## src/hdl/mhs_pkg.sv

```systemverilog
`timescale 1ns / 1ps

package mhs_pkg;

  // Sample and weight formats
  localparam int SAMPLE_BITS = 16;
  localparam int FRAC_BITS   = 16;              // weights are scaled by 2^16
  localparam int WGT_BITS    = FRAC_BITS + 2;   // holds +1.0 as a signed value
  localparam int PROD_BITS   = SAMPLE_BITS + WGT_BITS;
  localparam int SUM_BITS    = PROD_BITS + 2;   // three products

  typedef logic signed [SAMPLE_BITS-1:0] sample_t;
  typedef logic signed [WGT_BITS-1:0]    wgt_t;
  typedef logic signed [PROD_BITS-1:0]   prod_t;
  typedef logic signed [SUM_BITS-1:0]    sum_t;

  // Window valid pattern: bit 0 older, bit 1 center, bit 2 newest
  typedef logic [2:0] valid_case_t;

  localparam valid_case_t VC_NONE          = 3'b000;
  localparam valid_case_t VC_OLDER         = 3'b001;
  localparam valid_case_t VC_CENTER        = 3'b010;
  localparam valid_case_t VC_OLDER_CENTER  = 3'b011;
  localparam valid_case_t VC_NEWEST        = 3'b100;
  localparam valid_case_t VC_OLDER_NEWEST  = 3'b101;
  localparam valid_case_t VC_CENTER_NEWEST = 3'b110;
  localparam valid_case_t VC_ALL           = 3'b111;

  // Renormalized weights, each set but VC_NONE sums to exactly 1.0
  localparam wgt_t W_ZERO       = WGT_BITS'(0);
  localparam wgt_t W_ONE        = WGT_BITS'(65536);
  localparam wgt_t W_HALF       = WGT_BITS'(32768);
  localparam wgt_t W_QUARTER    = WGT_BITS'(16384);
  localparam wgt_t W_THIRD      = WGT_BITS'(21845);
  localparam wgt_t W_TWO_THIRDS = WGT_BITS'(43691);

  // Rounding offset: half an output LSB
  localparam sum_t ROUND_HALF = SUM_BITS'(1) <<< (FRAC_BITS - 1);

  typedef struct packed {
    wgt_t older;
    wgt_t center;
    wgt_t newest;
  } tap_wgt_t;

  function automatic tap_wgt_t tap_weights(valid_case_t vc);
    tap_wgt_t w;
    unique case (vc)
      VC_NONE:          w = '{W_ZERO,       W_ZERO,       W_ZERO};
      VC_OLDER:         w = '{W_ONE,        W_ZERO,       W_ZERO};
      VC_CENTER:        w = '{W_ZERO,       W_ONE,        W_ZERO};
      VC_OLDER_CENTER:  w = '{W_THIRD,      W_TWO_THIRDS, W_ZERO};
      VC_NEWEST:        w = '{W_ZERO,       W_ZERO,       W_ONE};
      VC_OLDER_NEWEST:  w = '{W_HALF,       W_ZERO,       W_HALF};
      VC_CENTER_NEWEST: w = '{W_ZERO,       W_TWO_THIRDS, W_THIRD};
      VC_ALL:           w = '{W_QUARTER,    W_HALF,       W_QUARTER};
      default:          w = '{W_ZERO,       W_ZERO,       W_ZERO};
    endcase
    return w;
  endfunction

endpackage

```

## src/hdl/masked_hanning_smoother.sv

```systemverilog
`timescale 1ns / 1ps

// Masked 3-tap Hanning smoother. Takes one spectral sample per cycle while
// in_stall is low, with its mask bit, and emits one smoothed word per
// interior channel: the first and last channels of a spectrum (in_last marks
// the last) give no word, so spectra shorter than three channels give
// nothing. Weights are 1/4,1/2,1/4, renormalized over the unmasked taps;
// masked results carry 0. With cfg_wr_data = 1 (all_valid_only) a word is
// valid only if all three taps are unmasked. Throughput is one word per
// cycle while out_stall is low; a result passes from the product register,
// loaded by the three weight multipliers when its input word is taken, to
// the output register, loaded from the sum and rounding. Write the
// configuration only while the block is idle.
module masked_hanning_smoother import mhs_pkg::*; (
  input  logic                          clk,
  input  logic                          rst_n,
  // configuration
  input  logic                          cfg_wr_en,
  input  logic                          cfg_wr_data,
  // sample input
  input  logic                          in_valid,
  output logic                          in_stall,
  input  logic signed [SAMPLE_BITS-1:0] in_sample,
  input  logic                          in_sample_valid,
  input  logic                          in_last,
  // smoothed output
  output logic                          out_valid,
  input  logic                          out_stall,
  output logic signed [SAMPLE_BITS-1:0] out_smoothed,
  output logic                          out_smoothed_valid,
  output logic                          out_frame_end
);

  // Configuration
  logic all_valid_only_r;

  // Window history
  sample_t    prev_sample_r, older_sample_r;
  logic       prev_valid_r, older_valid_r;
  logic [1:0] fill_count_r;

  // Product stage
  logic  s1_vld_r;
  prod_t p_older_r, p_center_r, p_newest_r;
  logic  s1_ok_r, s1_last_r;

  // Output register
  logic    out_valid_r;
  sample_t out_smoothed_r;
  logic    out_ok_r, out_last_r;

  // Flow control
  logic out_ready, s1_ready, in_accept, win_full;

  assign out_ready = !out_valid_r || !out_stall;
  assign s1_ready  = !s1_vld_r || out_ready;
  assign in_stall  = !s1_ready;
  assign in_accept = in_valid && s1_ready;
  assign win_full  = fill_count_r[1];

  // Case decode and weight selection
  valid_case_t vc;
  logic        ok;
  tap_wgt_t    wgt;

  always_comb begin
    vc  = {in_sample_valid, prev_valid_r, older_valid_r};
    ok  = all_valid_only_r ? (vc == VC_ALL) : (vc != VC_NONE);
    // masked result: zero weights give zero products and a zero result
    wgt = ok ? tap_weights(vc) : tap_weights(VC_NONE);
  end

  // Sum of products with round-half-up, then drop the fraction
  sum_t sum;
  always_comb begin
    sum = SUM_BITS'(p_older_r) + SUM_BITS'(p_center_r) + SUM_BITS'(p_newest_r)
        + ROUND_HALF;
  end

  // Configuration register
  always_ff @(posedge clk) begin
    if (!rst_n) begin
      all_valid_only_r <= 1'b0;
    end else if (cfg_wr_en) begin
      all_valid_only_r <= cfg_wr_data;
    end
  end

  // Window history and fill count
  always_ff @(posedge clk) begin
    if (!rst_n) begin
      prev_valid_r  <= 1'b0;
      older_valid_r <= 1'b0;
      fill_count_r  <= 2'd0;
    end else if (in_accept) begin
      older_valid_r <= prev_valid_r;
      prev_valid_r  <= in_sample_valid;
      if (in_last) begin
        fill_count_r <= 2'd0;
      end else if (!win_full) begin
        fill_count_r <= fill_count_r + 2'd1;
      end
    end
  end

  always_ff @(posedge clk) begin
    if (in_accept) begin
      older_sample_r <= prev_sample_r;
      prev_sample_r  <= in_sample;
    end
  end

  // Product stage
  always_ff @(posedge clk) begin
    if (!rst_n) begin
      s1_vld_r <= 1'b0;
    end else if (s1_ready) begin
      s1_vld_r <= in_accept && win_full;
    end
  end

  always_ff @(posedge clk) begin
    if (in_accept) begin
      p_older_r  <= PROD_BITS'(older_sample_r) * PROD_BITS'(wgt.older);
      p_center_r <= PROD_BITS'(prev_sample_r) * PROD_BITS'(wgt.center);
      p_newest_r <= PROD_BITS'(in_sample) * PROD_BITS'(wgt.newest);
      s1_ok_r    <= ok;
      s1_last_r  <= in_last;
    end
  end

  // Output register
  always_ff @(posedge clk) begin
    if (!rst_n) begin
      out_valid_r <= 1'b0;
    end else if (out_ready) begin
      out_valid_r <= s1_vld_r;
    end
  end

  always_ff @(posedge clk) begin
    if (out_ready && s1_vld_r) begin
      out_smoothed_r <= sum[FRAC_BITS +: SAMPLE_BITS];
      out_ok_r       <= s1_ok_r;
      out_last_r     <= s1_last_r;
    end
  end

  assign out_valid          = out_valid_r;
  assign out_smoothed       = out_smoothed_r;
  assign out_smoothed_valid = out_ok_r;
  assign out_frame_end      = out_last_r;

endmodule

```

## config.mk

```make
export PLATFORM = sky130hd
export DESIGN_NAME = masked_hanning_smoother
export DESIGN_NICKNAME = d
export VERILOG_FILES = /design/src/hdl/mhs_pkg.sv /design/src/hdl/masked_hanning_smoother.sv
export SDC_FILE = /design/constraint.sdc
export NUM_CORES = 1
export LEC_CHECK = 0
export BUFFER_PORTS_ARGS = -buffer_cell sky130_fd_sc_hd__clkbuf_2
export CAP_MARGIN = 0
export CORE_MARGIN = 2
export CORE_UTILIZATION = 55
export CTS_BUF_LIST = sky130_fd_sc_hd__clkbuf_16
export DETAILED_ROUTE_END_ITERATION = 8
export PLACE_DENSITY = 0.82
export REMOVE_ABC_BUFFERS = 1
export SETUP_SLACK_MARGIN = 0.2
export SYNTH_ARGS = -nofsm -noshare
export SYNTH_HDL_FRONTEND = slang
export SYNTH_SLANG_ARGS = --single-unit
```

## constraint.sdc

```tcl
create_clock -name clk -period 7.35 [get_ports clk]
set_input_delay 1.1025 -clock clk [delete_from_list [all_inputs] [get_ports clk]]
set_output_delay 1.1025 -clock clk [all_outputs]
set_load 0.1 [all_outputs]
```

# Word level (Yosys, flattened, before mapping)
# Memory sizes are Yosys's and may differ from the RTL's.
# Cells that the tools add are included.
# W data, S select, Z words.
word_totals:
  ff_bits: 155
  rom_bits: 240
  word_cells: 42
  memories: 1
op_classes:
  add_sub_neg: 4
  mul: 3
  eq_ne: 2
  n_mux: 4
  reduce_logical: 11
memory_table:
  columns: ["memory", "words", "width", "rd", "rd_clocked_by_memory_dff", "wr", "line_no", "rtl"]
  rows:
  - ["(no name shown)", 8, 30, 1, 0, 0, "mhs_pkg.sv:48", "unique case (vc)"]
op_table:
  columns: ["operator", "count"]
  rows:
  - ["$mul A16 B18 Y32", 3]
  - ["$add A32 B32 Y32", 2]
  - ["$mux W54", 1]
  - ["$add A32 B17 Y32 const B", 1]
  - ["$logic_not A1 Y1", 4]
  - ["$mux W2", 2]
  - ["$eq A3 B3 Y1 const B", 1]
  - ["$logic_and A1 B1 Y1", 3]
  - ["$reduce_bool A3 Y1", 1]
  - ["$add A2 B1 Y2 const B", 1]
  - ["$logic_or A1 B1 Y1", 2]
  - ["$ne A2 B2 Y1 const B", 1]
  - ["$reduce_and A2 Y1", 1]
  - ["$mux W1", 1]

# Longest topological paths before layout
logic_depth:
  word_depth: 5
  ltp_mapped: 32
  depth_no_buf: 29

# Least setup slack after synthesis
# OpenSTA, ideal clock, no wires.
synth_timing:
  path_kind: "input to register"
  from: "input in_sample_valid"
  to: "register p_older_r[30], data pin"
  setup_ns: 0.258
  t_arrival_ns: 7.615
  path_slack_ns: -0.522
  path_stages: 29
  cell_sequence: "clkbuf_1 > nor2_1 > nor2_1 > nor2_1 > a21oi_1 > and3_1 > clkbuf_1 > nor2b_1 > clkbuf_1 > and2_1 > ha_1 > fa_1 > inv_1 > fa_1 > inv_1 > fa_1 > fa_1 > inv_1 > fa_1 > inv_1 > ha_1 > and3_1 > and3_1 > a32o_1 > o31a_1 > or3_1 > a41o_1 > o2bb2ai_2 > xnor2_1"
synth_via:
  elab_chain_len: 4
  word_cells_on_any_way: 6
  cone_classes: "mul (1); eq/ne (1); mux (2); reduce/logical (1); memory (1)"
synth_lines:
  columns: ["element", "line_no", "rtl"]
  rows:
  - ["start, declared", "masked_hanning_smoother.sv:24", "input logic in_sample_valid,"]
  - ["$eq A3 B3 Y1 or $reduce_bool A3 Y1 (tied branches)", "masked_hanning_smoother.sv:68", "ok = all_valid_only_r ? (vc == VC_ALL) : (vc != VC_NONE);"]
  - ["$mux W1 (*)", "masked_hanning_smoother.sv:68", null]
  - ["net ok", "masked_hanning_smoother.sv:63", "logic ok;"]
  - ["$mux W54 (*)", "masked_hanning_smoother.sv:70", "wgt = ok ? tap_weights(vc) : tap_weights(VC_NONE);"]
  - ["$mul A16 B18 Y32 (*)", "masked_hanning_smoother.sv:124", "p_older_r <= PROD_BITS'(older_sample_r) * PROD_BITS'(wgt.older);"]
  - ["end signal, assigned", "masked_hanning_smoother.sv:124", null]
  - ["end, declared", "masked_hanning_smoother.sv:44", "prod_t p_older_r, p_center_r, p_newest_r;"]
# Mark *: on every way through the listed nets, which the timed path passes. The rest lies on a longest branch.
# A chain may end at the register's enable or synchronous reset.

# Final worst setup path
# Ends and elaborated chain as after synthesis.

==> flow_results.org <==
** Run status
- The run finished with clean final reports.

** Pwr
- Maximum vdd ir drop :: 0.190 mV
- Power spread over the standard cell area amounts to 193 mW/mm2.
- Leak pwr :: 14.0 nW
- Sum of internal, switching and leakage power :: 0.00503 W

** Route
- After the first detailed-routing iteration, the DRC count stood at 1232.
- Initial DRT Pass Iterations :: 7
- The detail route stage leaves a number of antenna-violating nets equal to 0.
- Total number of vias :: 16100
- DRC :: 0
- Total Routed Length :: 53500 um
- Routed vias/inst :: 5.43
- Routed wirelength normalized by instance count :: 18.1 um

** Floorplanning
- Site Rows :: 74
- Vertical extent of the die :: 207 um
- The floorplan step defined a die boundary enclosing 0.0427 mm2.
- Area inside the core boundary :: 0.0406 mm2
- Total I/O pin count :: 44
- Starting Density :: 55.5%
- Width of the die :: 207 um

** Clocking
- CTS Hold Buffers Added :: 0
- H-tree depth :: 4
- CTS tree :: yes
- CTS clock-pin slew for the worst setup and hold paths :: 0.07 ns
- Clock Latency Late Sink :: 0.45 ns
- Maximum buffer depth of the clock tree :: 2
- Clock tree synthesis found a total of 155 sinks.
- The number of clock buffers added by TritonCTS is 17.
- CTS placed an instance of sky130_fd_sc_hd__clkbuf_16 at the clock tree root.

** Timing
- Final Cycle Share :: 96.2%
- For the final routed database, the setup TNS stands at 0 ns.
- Headroom to the max-slew limit came out at 37.6%.
- RSZ-0062 raised after global routing :: yes
- The count of pins over their slew limit was 0.
- Fmax achieved :: 141 MHz
- Clock skew on the completed layout was measured at 0.0127 ns.
- Slew at the pin closest to its max-slew limit :: 0.936 ns
- Min cycle time layout :: 7.07 ns
- The final-report hold violation count came to 0.
- Final setup fails :: 0
- The worst path meets setup with 0.281 ns of slack.

** Layout
- The layout has 3017 filler cells.
- Syn-to-layout area delta :: 15.5%
- For this run, the share of the core covered by cells in the final layout is 64.1%.
- At the end of the flow, the number of nets in the layout was 3178.
- Layout cell share with drive strength beyond 1 :: 15.3%
- Antenna diodes :: 0
- Post-route cell area :: 0.0260 mm2

** Synth
- Post-synth top cells :: sky130_fd_sc_hd__inv_1, sky130_fd_sc_hd__ha_1, sky130_fd_sc_hd__fa_1, sky130_fd_sc_hd__edfxtp_1, sky130_fd_sc_hd__and2_1
- The biggest area contributor in the post-synthesis netlist is sky130_fd_sc_hd__fa_1.
- Synthesized instance count :: 2149
- In this run, synthesis produced a sequential element count of 155.
- The share of the Yosys chip area taken by registers is 20.3%.
- The synthesized design contains 148 enable-type register cells.
- sky130_fd_sc_hd__inv_1 is the most common cell in the netlist.
- For this run, the leading register cell type out of synthesis is sky130_fd_sc_hd__edfxtp_1.
- Summed over its instances, the top area cell type makes up 26.9% of the synthesized netlist area.
- Fraction of registers with async set/reset :: 0%
- Dividing the synthesized area by the synthesized cell count gives 10.5 um2.
- After synthesis, the cell types taking the most area are sky130_fd_sc_hd__fa_1, sky130_fd_sc_hd__ha_1, sky130_fd_sc_hd__edfxtp_1.
- Count of different cell masters after synthesis :: 61
- After synthesis the cells add up to 0.0226 mm2.
- Warning count from the yosys run :: 0

** Worst hold path
- Path category of the worst min-delay check :: flip-flop to flip-flop

** Global routing
- First-pass GRT wire length :: 86500 um
- Number of global-route vias before repair :: 17500
- Pin count of the biggest net entering global routing :: 73
- Overall track demand over capacity in global routing :: 26.3%
- Antenna violations before repair :: 1
- Global routing finished with a remaining overflow of 0.

** Setup path
- The critical path is of the input port to flip-flop type.
- Data on the critical path is required at its endpoint by 7.54 ns.
- For the worst setup path, the data arrival time is 7.26 ns.
- Along the worst path, the maximum fanout reaches 8.
- The worst setup path is captured at a flip-flop.
- STA classifies the critical path startpoint as an input port.
- The largest single stage delay on the critical path is 0.56 ns.
- Cell repeated most along the worst path :: sky130_fd_sc_hd__fa_1
- The largest individual stage delay along the critical path comes from the cell sky130_fd_sc_hd__fa_1.

** Place
- Placed cell area :: 0.0250 mm2
- Number of input and output port buffers inserted :: 43
- At the placement stage, the worst setup path has a slack of -0.374 ns.
- Placer Congestion :: 0.922
- Total half-perimeter wirelength after legalization and detailed placement :: 44100 um

** Job
- Count of max-cap constraint violations :: 0
cell type report:
type,instances,area [um2],share of cell area [%]
multi-input cells,1460,16300,62.5
flip-flops and latches,155,4580,17.6
repair buffers,265,1940,7.44
clock buffers,17,425,1.63
inverters,520,1950,7.49
well taps,532,666,2.56
clock inverters,15,195,0.749
kinds of logic after synthesis:
logic type / after synthesis / synth area share, %
and+or+nand+nor: 358 / 8.30
xor gates and xnor gates: 111 / 4.31
other: 2 / 0.0333
AOI/OAI and AO/OA: 247 / 7.13
muxes: 2 / 0.0887
DFF: 155 / 20.3
buffers and inverters: 539 / 8.97
adders and majority gates: 735 / 50.8
state kept, by name, indices dropped and copies added (netlist names):
register,flops
out_smoothed,16
s1_last_r,1
s1_vld_r,1
p_older_r,32
prev_valid_r,1
p_newest_r,32
s1_ok_r,1
all_valid_only_r,1
out_smoothed_valid,1
older_sample_r,16
out_frame_end,1
fill_count_r,2
prev_sample_r,16
out_valid,1
p_center_r,32
older_valid_r,1
cells in the final DEF (no fill, tap or decap), types with 9 or more instances in the layout:
cell type and count:
sky130_fd_sc_hd__inv_1 513, sky130_fd_sc_hd__ha_1 423, sky130_fd_sc_hd__fa_1 303, sky130_fd_sc_hd__buf_4 215
sky130_fd_sc_hd__edfxtp_1 148, sky130_fd_sc_hd__and2_1 118, sky130_fd_sc_hd__xnor2_1 81, sky130_fd_sc_hd__nand2_1 77
sky130_fd_sc_hd__a21oi_1 71, sky130_fd_sc_hd__nor2_1 54, sky130_fd_sc_hd__clkbuf_2 42, sky130_fd_sc_hd__o21ai_0 40
sky130_fd_sc_hd__a21o_1 29, sky130_fd_sc_hd__xor2_1 29, sky130_fd_sc_hd__o21a_1 19, sky130_fd_sc_hd__clkbuf_16 18
sky130_fd_sc_hd__nor3_1 17, sky130_fd_sc_hd__nor2b_1 16, sky130_fd_sc_hd__nand3_1 13, sky130_fd_sc_hd__o21bai_1 11
sky130_fd_sc_hd__nand2b_1 11, sky130_fd_sc_hd__and2_4 9
timing repair:
| action | in CTS | in global routing |
|---|---|---|
| pin swaps | 5 | 25 |
| gates cloned | 0 | 2 |
| gates resized for setup | 10 | 69 |
| endpoints found under the setup margin | 6 | 27 |
| setup buffers | 0 | 10 |
power by group:
group	leakage, nW	switching (W)	total, W	internal [W]
Sequential	1.51	0.0000960	0.00133	0.00124
Clock	0.303	0.000435	0.000957	0.000522
Combinational	12.2	0.00157	0.00274	0.00117
through the flow:
| step | hold slack, ns | std cells |
|---|---|---|
| final | 0.441 | 2964 |
| after global routing | 0.459 | 2964 |
| after CTS | 0.444 | 2952 |
| after detailed placement | 0.422 | 2920 |
| after global placement | 0.413 | 2920 |
| after floorplan | 0.400 | 2135 |
metal layers:
layer	global-route usage [%]	up-vias	routed length [um]
li1	-	7496	-
met1	34.2	7922	22600
met2	44.6	512	25900
met3	2.95	150	2770
met4	11.4	2	2240
met5	0	-	8
worst max-delay path, delay by kind of cell:
family / cells / cell delay (ns)
buf+inv: 6 / 0.45
xor+xnor: 1 / 0.09
fa+ha+maj: 7 / 3.02
compound gates: 8 / 1.51
simple gates: 7 / 1.08
worst paths after layout:
path,from,endpoint,slack (ns),depth (start not counted)
hold reg to reg,s1_last_r,out_frame_end,0.44,0
hold / removal,s1_last_r,out_frame_end,0.44,0
setup reg to reg,prev_valid_r,p_older_r[30],0.43,28
setup / recovery,in_sample_valid,p_older_r[30],0.28,29
Power figures use the tool's default switching activity.
